==> src/rtl/core/sst_pkg.sv <==
// sst_pkg: shared codes and types for the sorted score table
// request and status codes, cell operation codes, per-cell control struct
// no dependencies
`timescale 1ns / 1ps

package sst_pkg;

	// default sizes
	localparam int DEPTH_DEF      = 32;
	localparam int KEY_BITS_DEF   = 32;
	localparam int SCORE_BITS_DEF = 16;

	// request codes
	localparam int REQ_W = 3;
	localparam logic [REQ_W-1:0] REQ_ADD    = 3'd0;
	localparam logic [REQ_W-1:0] REQ_DELETE = 3'd1;
	localparam logic [REQ_W-1:0] REQ_LIST   = 3'd2;
	localparam logic [REQ_W-1:0] REQ_LOWEST = 3'd3;
	localparam logic [REQ_W-1:0] REQ_SAME   = 3'd4;
	localparam logic [REQ_W-1:0] REQ_BACK   = 3'd5;

	// status codes
	localparam int STAT_W = 3;
	localparam logic [STAT_W-1:0] ST_ENTRY     = 3'd0;
	localparam logic [STAT_W-1:0] ST_ADDED     = 3'd1;
	localparam logic [STAT_W-1:0] ST_DELETED   = 3'd2;
	localparam logic [STAT_W-1:0] ST_NOT_FOUND = 3'd3;
	localparam logic [STAT_W-1:0] ST_NONE      = 3'd4;
	localparam logic [STAT_W-1:0] ST_FULL      = 3'd5;

	// cell operations
	localparam int CELL_OP_W = 3;
	localparam logic [CELL_OP_W-1:0] CELL_HOLD  = 3'd0;
	localparam logic [CELL_OP_W-1:0] CELL_LEFT  = 3'd1;
	localparam logic [CELL_OP_W-1:0] CELL_RIGHT = 3'd2;
	localparam logic [CELL_OP_W-1:0] CELL_INS   = 3'd3;
	localparam logic [CELL_OP_W-1:0] CELL_REM   = 3'd4;

	typedef struct packed {
		logic [CELL_OP_W-1:0] op;
		logic                 live;  // cell holds a table entry
		logic                 rm;    // cell closes the gap on removal
	} cell_ctl_t;

endpackage

==> src/rtl/core/sst_cell.sv <==
// sst_cell: one slot of the score table ring
// holds a key and a score, shifts to either neighbor, inserts in place
// depends on sst_pkg
`timescale 1ns / 1ps

module sst_cell import sst_pkg::*; #(
	parameter int KEY_BITS   = KEY_BITS_DEF,
	parameter int SCORE_BITS = SCORE_BITS_DEF,
	parameter bit HEAD       = 1'b0
) (
	input  logic                         clk,
	input  cell_ctl_t                    ctl,
	input  logic [KEY_BITS-1:0]          new_key,
	input  logic signed [SCORE_BITS-1:0] new_score,
	input  logic [KEY_BITS-1:0]          lft_key,
	input  logic signed [SCORE_BITS-1:0] lft_score,
	input  logic                         lft_ge,
	input  logic [KEY_BITS-1:0]          rgt_key,
	input  logic signed [SCORE_BITS-1:0] rgt_score,
	output logic [KEY_BITS-1:0]          key,
	output logic signed [SCORE_BITS-1:0] score,
	output logic                         ge
);

	logic [KEY_BITS-1:0]          key_q;
	logic signed [SCORE_BITS-1:0] score_q;

	// insert point is at or before this slot; head only yields on strictly greater
	assign ge = !ctl.live || (score_q > new_score) || (!HEAD && (score_q == new_score));

	always_ff @(posedge clk) begin
		unique case (ctl.op)
			CELL_LEFT: begin
				key_q   <= rgt_key;
				score_q <= rgt_score;
			end
			CELL_RIGHT: begin
				key_q   <= lft_key;
				score_q <= lft_score;
			end
			CELL_INS: begin
				if (lft_ge) begin
					key_q   <= lft_key;
					score_q <= lft_score;
				end else if (ge) begin
					key_q   <= new_key;
					score_q <= new_score;
				end
			end
			CELL_REM: begin
				if (ctl.rm) begin
					key_q   <= rgt_key;
					score_q <= rgt_score;
				end
			end
			default: begin
			end
		endcase
	end

	assign key   = key_q;
	assign score = score_q;

endmodule

==> src/rtl/core/sorted_score_table_top.sv <==
// sorted_score_table_top: sorted score table built as a ring of cells
// sequencer, output register and the cell ring
// depends on sst_pkg and sst_cell
`timescale 1ns / 1ps

// The table keeps up to DEPTH entries (key, signed score) in ascending score
// order in a ring of DEPTH cells; cell 0 holds the head between requests.
// One request is taken at a time and in_stall stays high until its last word
// has been handed to the output register and the ring is back home; the
// output register lets the next request in while that word still waits on
// out_stall. Add and lowest are accepted, then done in S_ONE. List all and
// same score rotate the ring one cell per cycle, reading cell 0, through
// every entry (same score then flushes its last hit), then rotate home the
// shorter way round and drop back to idle. Delete and backward search rotate
// until the key reaches cell 0 or every entry has been passed, then act on
// the hit; backward then walks back one entry per cycle, reading cell
// DEPTH-1, and delete closes the gap as it reports the hit and rotates home.
// The single read point of the ring sets how long a request runs. Each word
// step, and with it the rotation of list, search and backward walk, waits
// while the output register is full and stalled.

module sorted_score_table_top import sst_pkg::*; #(
	parameter int DEPTH      = DEPTH_DEF,
	parameter int KEY_BITS   = KEY_BITS_DEF,
	parameter int SCORE_BITS = SCORE_BITS_DEF
) (
	input  logic                         clk,
	input  logic                         arst_n,
	// request channel
	input  logic                         in_valid,
	output logic                         in_stall,
	input  logic [REQ_W-1:0]             req_type,
	input  logic [KEY_BITS-1:0]          name_key,
	input  logic signed [SCORE_BITS-1:0] score,
	// result channel
	output logic                         out_valid,
	input  logic                         out_stall,
	output logic [STAT_W-1:0]            status,
	output logic [KEY_BITS-1:0]          entry_key,
	output logic signed [SCORE_BITS-1:0] entry_score,
	output logic                         last
);

	localparam int CNT_W = $clog2(DEPTH + 1);

	// sequencer states
	localparam logic [2:0] S_IDLE    = 3'd0;
	localparam logic [2:0] S_ONE     = 3'd1;  // add or lowest, one word
	localparam logic [2:0] S_SEARCH  = 3'd2;  // rotate until key at cell 0
	localparam logic [2:0] S_LIST    = 3'd3;  // rotate and report cell 0
	localparam logic [2:0] S_BACK    = 3'd4;  // rotate back, report cell DEPTH-1
	localparam logic [2:0] S_RESTORE = 3'd5;  // rotate home

	logic [2:0]                   state_q, state_d;
	logic [REQ_W-1:0]             req_q;
	logic [KEY_BITS-1:0]          rkey_q;
	logic signed [SCORE_BITS-1:0] rscore_q;
	logic [CNT_W-1:0]             count_q, count_d;
	// number of left rotations the ring is away from home
	logic [CNT_W-1:0]             off_q, off_d;

	// pending same-score hit, held back until the next hit or end of scan
	logic                         pend_v_q;
	logic [KEY_BITS-1:0]          pend_key_q;
	logic signed [SCORE_BITS-1:0] pend_score_q;
	logic                         pend_ld, pend_clr;

	// output register
	logic                         out_valid_q;
	logic [STAT_W-1:0]            status_q;
	logic [KEY_BITS-1:0]          entry_key_q;
	logic signed [SCORE_BITS-1:0] entry_score_q;
	logic                         last_q;

	// word about to be written to the output register
	logic                         em;
	logic [STAT_W-1:0]            em_status;
	logic [KEY_BITS-1:0]          em_key;
	logic signed [SCORE_BITS-1:0] em_score;
	logic                         em_last;

	logic                         emit_ok;
	logic                         accept;
	logic [CELL_OP_W-1:0]         cell_op;
	logic [CNT_W-1:0]             rm_lim;

	// cell ring
	logic [KEY_BITS-1:0]          c_key   [DEPTH];
	logic signed [SCORE_BITS-1:0] c_score [DEPTH];
	logic                         c_ge    [DEPTH];
	cell_ctl_t                    c_ctl   [DEPTH];

	assign in_stall = (state_q != S_IDLE);
	assign accept   = in_valid && !in_stall;
	assign emit_ok  = !out_valid_q || !out_stall;
	// cells below this index pull from the right on removal
	assign rm_lim   = count_q - off_q - CNT_W'(1);

	// sequencer
	always_comb begin
		state_d   = state_q;
		count_d   = count_q;
		off_d     = off_q;
		cell_op   = CELL_HOLD;
		pend_ld   = 1'b0;
		pend_clr  = 1'b0;
		em        = 1'b0;
		em_status = ST_ENTRY;
		em_key    = '0;
		em_score  = '0;
		em_last   = 1'b0;

		unique case (state_q)
			S_IDLE: begin
				if (in_valid) begin
					unique case (req_type)
						REQ_ADD, REQ_LOWEST:  state_d = S_ONE;
						REQ_DELETE, REQ_BACK: state_d = S_SEARCH;
						REQ_LIST, REQ_SAME:   state_d = S_LIST;
						default:              state_d = S_IDLE;
					endcase
				end
			end

			S_ONE: begin
				if (emit_ok) begin
					em      = 1'b1;
					em_last = 1'b1;
					state_d = S_IDLE;
					if (req_q == REQ_ADD) begin
						if (count_q == CNT_W'(DEPTH)) begin
							em_status = ST_FULL;
						end else begin
							cell_op   = CELL_INS;
							count_d   = count_q + CNT_W'(1);
							em_status = ST_ADDED;
						end
					end else if (count_q == '0) begin
						em_status = ST_NONE;
					end else begin
						em_key   = c_key[0];
						em_score = c_score[0];
					end
				end
			end

			S_SEARCH: begin
				if (emit_ok) begin
					if (off_q == count_q) begin
						// went past every entry without a hit
						em        = 1'b1;
						em_status = ST_NOT_FOUND;
						em_last   = 1'b1;
						state_d   = S_RESTORE;
					end else if (c_key[0] == rkey_q) begin
						if (req_q == REQ_DELETE) begin
							cell_op   = CELL_REM;
							count_d   = count_q - CNT_W'(1);
							em        = 1'b1;
							em_status = ST_DELETED;
							em_last   = 1'b1;
							state_d   = S_RESTORE;
						end else if (off_q == '0) begin
							// hit on the head: nothing in front of it
							em        = 1'b1;
							em_status = ST_NONE;
							em_last   = 1'b1;
							state_d   = S_IDLE;
						end else begin
							state_d = S_BACK;
						end
					end else begin
						cell_op = CELL_LEFT;
						off_d   = off_q + CNT_W'(1);
					end
				end
			end

			S_LIST: begin
				if (emit_ok) begin
					if (off_q == count_q) begin
						// scan over: flush the held hit or report empty
						em       = 1'b1;
						em_last  = 1'b1;
						pend_clr = 1'b1;
						state_d  = S_RESTORE;
						if (req_q == REQ_SAME && pend_v_q) begin
							em_key   = pend_key_q;
							em_score = pend_score_q;
						end else begin
							em_status = ST_NONE;
						end
					end else begin
						cell_op = CELL_LEFT;
						off_d   = off_q + CNT_W'(1);
						if (req_q == REQ_LIST) begin
							em       = 1'b1;
							em_key   = c_key[0];
							em_score = c_score[0];
							em_last  = (off_q + CNT_W'(1) == count_q);
							if (em_last) begin
								state_d = S_RESTORE;
							end
						end else if (c_score[0] == rscore_q) begin
							pend_ld  = 1'b1;
							em       = pend_v_q;
							em_key   = pend_key_q;
							em_score = pend_score_q;
						end
					end
				end
			end

			S_BACK: begin
				if (emit_ok) begin
					em       = 1'b1;
					em_key   = c_key[DEPTH-1];
					em_score = c_score[DEPTH-1];
					em_last  = (off_q == CNT_W'(1));
					cell_op  = CELL_RIGHT;
					off_d    = off_q - CNT_W'(1);
					if (em_last) begin
						state_d = S_IDLE;
					end
				end
			end

			S_RESTORE: begin
				if (off_q == '0 || off_q == CNT_W'(DEPTH)) begin
					off_d   = '0;
					state_d = S_IDLE;
				end else if (off_q > CNT_W'(DEPTH) - off_q) begin
					// nearer to go round the rest of the ring
					cell_op = CELL_LEFT;
					off_d   = off_q + CNT_W'(1);
				end else begin
					cell_op = CELL_RIGHT;
					off_d   = off_q - CNT_W'(1);
				end
			end

			default: begin
				state_d = S_IDLE;
			end
		endcase
	end

	always_ff @(posedge clk or negedge arst_n) begin
		if (!arst_n) begin
			state_q     <= S_IDLE;
			count_q     <= '0;
			off_q       <= '0;
			pend_v_q    <= 1'b0;
			out_valid_q <= 1'b0;
		end else begin
			state_q  <= state_d;
			count_q  <= count_d;
			off_q    <= off_d;
			if (pend_clr) begin
				pend_v_q <= 1'b0;
			end else if (pend_ld) begin
				pend_v_q <= 1'b1;
			end
			if (em) begin
				out_valid_q <= 1'b1;
			end else if (!out_stall) begin
				out_valid_q <= 1'b0;
			end
		end
	end

	// request, pending hit and output word payload
	always_ff @(posedge clk) begin
		if (accept) begin
			req_q    <= req_type;
			rkey_q   <= name_key;
			rscore_q <= score;
		end
		if (pend_ld) begin
			pend_key_q   <= c_key[0];
			pend_score_q <= c_score[0];
		end
		if (em) begin
			status_q      <= em_status;
			entry_key_q   <= em_key;
			entry_score_q <= em_score;
			last_q        <= em_last;
		end
	end

	assign out_valid   = out_valid_q;
	assign status      = status_q;
	assign entry_key   = entry_key_q;
	assign entry_score = entry_score_q;
	assign last        = last_q;

	// ring of cells: left neighbor of cell 0 is the tail cell and vice versa
	for (genvar i = 0; i < DEPTH; i++) begin : g_cell
		localparam int LFT = (i + DEPTH - 1) % DEPTH;
		localparam int RGT = (i + 1) % DEPTH;

		assign c_ctl[i].op   = cell_op;
		assign c_ctl[i].live = (CNT_W'(i) < count_q);
		assign c_ctl[i].rm   = (CNT_W'(i) < rm_lim);

		sst_cell #(
			.KEY_BITS   (KEY_BITS),
			.SCORE_BITS (SCORE_BITS),
			.HEAD       (i == 0)
		) u_cell (
			.clk       (clk),
			.ctl       (c_ctl[i]),
			.new_key   (rkey_q),
			.new_score (rscore_q),
			.lft_key   (c_key[LFT]),
			.lft_score (c_score[LFT]),
			.lft_ge    ((i == 0) ? 1'b0 : c_ge[LFT]),
			.rgt_key   (c_key[RGT]),
			.rgt_score (c_score[RGT]),
			.key       (c_key[i]),
			.score     (c_score[i]),
			.ge        (c_ge[i])
		);
	end

	// ring offset never runs past one full turn
	a_off_range: assert property (@(posedge clk) disable iff (!arst_n)
		off_q <= CNT_W'(DEPTH))
		else $error("ring offset out of range");

	a_count_range: assert property (@(posedge clk) disable iff (!arst_n)
		count_q <= CNT_W'(DEPTH))
		else $error("entry count out of range");

	// every request leaves the head back in cell 0
	a_idle_home: assert property (@(posedge clk) disable iff (!arst_n)
		(state_q == S_IDLE) |-> (off_q == '0))
		else $error("ring not home while idle");

	a_back_off: assert property (@(posedge clk) disable iff (!arst_n)
		(state_q == S_BACK) |-> (off_q != '0))
		else $error("backward walk past the head");

	// status words carry no entry and close the request
	a_status_word: assert property (@(posedge clk) disable iff (!arst_n)
		(out_valid_q && status_q != ST_ENTRY) |->
			(entry_key_q == '0 && entry_score_q == '0 && last_q))
		else $error("status word with entry payload");

endmodule

==> config.mk <==
export PLATFORM = sky130hd
export DESIGN_NAME = sorted_score_table_top
export DESIGN_NICKNAME = d
export VERILOG_FILES = /design/src/rtl/core/sst_pkg.sv /design/src/rtl/core/sst_cell.sv /design/src/rtl/core/sorted_score_table_top.sv
export SDC_FILE = /design/constraint.sdc
export NUM_CORES = 2
export LEC_CHECK = 0
export BUFFER_PORTS_ARGS = -buffer_cell sky130_fd_sc_hd__buf_4
export CORE_MARGIN = 4
export CORE_UTILIZATION = 60
export DETAILED_ROUTE_END_ITERATION = 7
export GPL_TIMING_DRIVEN = 0
export PLACE_DENSITY_LB_ADDON = 0.1
export SLEW_MARGIN = 20
export SYNTH_ARGS = -nofsm -noshare
export SYNTH_HDL_FRONTEND = slang
export SYNTH_HIERARCHICAL = 1
export SYNTH_SLANG_ARGS = --single-unit
==> constraint.sdc <==
create_clock -name clk -period 18.26 [get_ports clk]
set_clock_uncertainty 0.15 [all_clocks]
set_input_delay 3.652 -clock clk [delete_from_list [all_inputs] [get_ports clk]]
set_output_delay 3.652 -clock clk [all_outputs]
set_load 0.005 [all_outputs]
==> metrics.md <==
| Metric | Value |
|---|---|
| Clk slew on worst S/H paths | 0.06 ns |
| Setup TNS | 0 ns |
| Clk_lat worst skew | 0.86 ns |
| CP top delay family | buffers and inverters |
| CP Data Required Time | between 15 and 20 ns |
| Worst-path cell chain | buf_4 -> nand2_1 -> clkbuf_1 -> nand2_1 -> nor3_2 -> buf_6 -> buf_4 -> buf_4 -> buf_4 -> nand2b_1 -> clkbuf_1 -> clkbuf_1 -> o22ai_4 -> buf_16 -> buf_16 |
| Grt total ovfl | 0 |
| First-pass GRT wire length | 542,000 um |
| Min cycle time layout | 7.64 ns |
| Post-layout nets | around 11,000 |
| Crit path launch type | input port |
| Status | finished, final reports clean |
| Hold Slack | 0.372 ns |
| Layout cell share with drive strength beyond 1 | 0.0903 |
| Vias in the first global route | between 80,000 and 90,000 |
| CTS tree | done |
| Register-to-Register Setup Slack | 11.45 ns |
| Die W | 419 um |
| Crit Path Class | in2reg |
| Wirelength per Cell | roughly 29 um |
| DR iter-0 viols | 12,257 |
| Clock sink total | 1,704 |
| Worst Path Max Fanout | 23 |
| Crit-path slowest cell | nor3_2 |
| Unrepaired setup endpoints after global routing | false |
| Total CTS buffers | about 180 |
| HP Class | reg2reg |
| Largest net degree at the start of global routing | 43 |
| DR vias | between 80,000 and 90,000 |
| Clk root buf | clkbuf_16 |
| Placed instance count | ~13,000 |
| Buffers added on ports | 108 |
| Fin util | 0.689 |
| Mapped cell area | ~0.10 sq mm |
| CP startpoint | out_stall |
| GP Congestion | 1.01 |
| Crit. path cell count | 15 |
| Fin cells | 12,938 |
| Effective utilization at floorplan | 0.605 |
| Core box area | 0.168 sq mm |
| Syn nets | 10,636 |
| H-tree Lvls | 4 |
| Hold Vio Cnt, Final | 0 |
| Post-CTS Setup Repair Bufs | 0 |
| Initial antenna violation count | 8 |
| Maximum clock path buffer count | 3 |
| # DRC | 0 |
| CP arrival | 8.09 ns |
| Syn Area/Cell | slightly above 10 sq um |
| Area growth, synth to finish | 13.7% |
| R2r worst-path depth | 19 |
| Worst r2r dst | g_cell[22].u_cell/key[1] |
| Worst-margin pin slew | approximately 1.2 ns |
| Final Setup Violations | 0 |
| Die area | 0.176 sq mm |
| Core Rows | 150 |
| Post-DP HPWL | 301,000 um |
| Antenna-violating nets left | 0 |
| Crit. End Element | flop |
| YS warnings | 6 |
| Vias per cell | approximately 6.6 |
| # hold bufs at CTS | 0 |
| RR Startpoint | rkey_q[7] |
| CP endpoint | g_cell[22].u_cell/key[1] |
| Ports | 109 |
| Iteration count of the initial detailed-routing pass | 8 |
| Mapped Cells | 10,054 |
| Slew Limit Fails | 0 |
| Crit-path most repeated cell | buf_4 |
| Final wirelength | 377,000 um |
| # Max-Cap Violations | 0 |
| Gr usage total | 0.418 |
| Final period utilization | 0.419 |
| Slowest Stage Delay on Critical Path | 0.70 ns |
| Worst path bufs/invs | 10 |
| Relative slew slack | 0.163 |
| CTS resizes | 0 |
| Fmax achieved | 131 MHz |
| Die Ht | about 420 um |
## how the worst min path moves through the flow
| stage | endpoint | startpoint | cells after the start | slack (ns) |
|---|---|---|---|---|
| 2_1_floorplan | entry_key[0] | pend_key_q[0] | 1 | 0.34 |
| 6_report | entry_key[7] | pend_key_q[7] | 1 | 0.37 |
| 4_1_cts | entry_score[13] | pend_score_q[13] | 1 | 0.37 |
| 5_1_grt | entry_key[7] | pend_key_q[7] | 1 | 0.37 |
| 3_3_place_gp | entry_key[4] | pend_key_q[4] | 1 | 0.35 |
| 3_5_place_dp | entry_score[13] | pend_score_q[13] | 1 | 0.36 |
## metal layers
layer / up-vias / global-route usage / routed length (um)
met5: - / 0 / 42
met4: 6 / 0.263 / 28900
met3: 1330 / 0.0981 / 45000
met2: 5864 / 0.640 / 165000
met1: 41252 / 0.538 / 137000
li1: 37279 / - / -
## layout make-up
| type | count | area (sq um) |
|---|---|---|
| Tap cell | 2204 | 2760 |
| Inverter | 568 | 2130 |
| Timing Repair Buffer | 335 | 5230 |
| Fill cell | 12946 | 52300 |
| Sequential cell | 1704 | 51100 |
| Buffer | 616 | 2860 |
| Multi-Input combinational cell | 7166 | 45800 |
| Antenna cell | 11 | 27.5 |
| Clock buffer | 228 | 4750 |
| Clock inverter | 106 | 891 |
## sequential cells by signal, summed over array words and instances, names as in the netlist
| name | count |
|---|---|
| g_cell.u_cell/key | 1024 |
| g_cell.u_cell/score | 512 |
| entry_key | 32 |
| pend_key_q | 32 |
| rkey_q | 32 |
| entry_score | 16 |
| pend_score_q | 16 |
| rscore_q | 16 |
| count_q | 6 |
| off_q | 6 |
| req_q | 3 |
| state_q | 3 |
| status | 3 |
| last | 1 |
| out_valid | 1 |
| pend_v_q | 1 |
## stage by stage
step / area, sq um / worst slack, ns
CTS: 115000 / 10.85
global route: 116000 / 10.45
floorplan: 102000 / 7.60
finish: 116000 / 10.62
detailed placement: 110000 / 9.96
global placement: 105000 / -8.77
## cell usage in the layout, fill, tap and decap left out, types with 44 or more instances in the layout
| cell type | count |
|---|---|
| edfxtp_1 | 1687 |
| nand2_1 | 1642 |
| o21ai_0 | 1196 |
| mux2i_1 | 1086 |
| a21oi_1 | 694 |
| inv_1 | 567 |
| nor2_1 | 552 |
| ha_1 | 526 |
| clkbuf_1 | 445 |
| o21ai_1 | 407 |
| clkbuf_16 | 183 |
| buf_8 | 127 |
| buf_4 | 124 |
| nand4_1 | 123 |
| buf_2 | 108 |
| nand2b_1 | 93 |
| a21o_1 | 88 |
| xnor2_1 | 87 |
| buf_16 | 87 |
| nor3_1 | 80 |
| nand3_1 | 75 |
| buf_1 | 68 |
| nor2b_1 | 53 |
| a22o_1 | 48 |
| a21oi_2 | 44 |
Power is left out: the tool's default activity adds up to more than one toggle a clock period on the data nets, which glitch-free logic cannot reach.
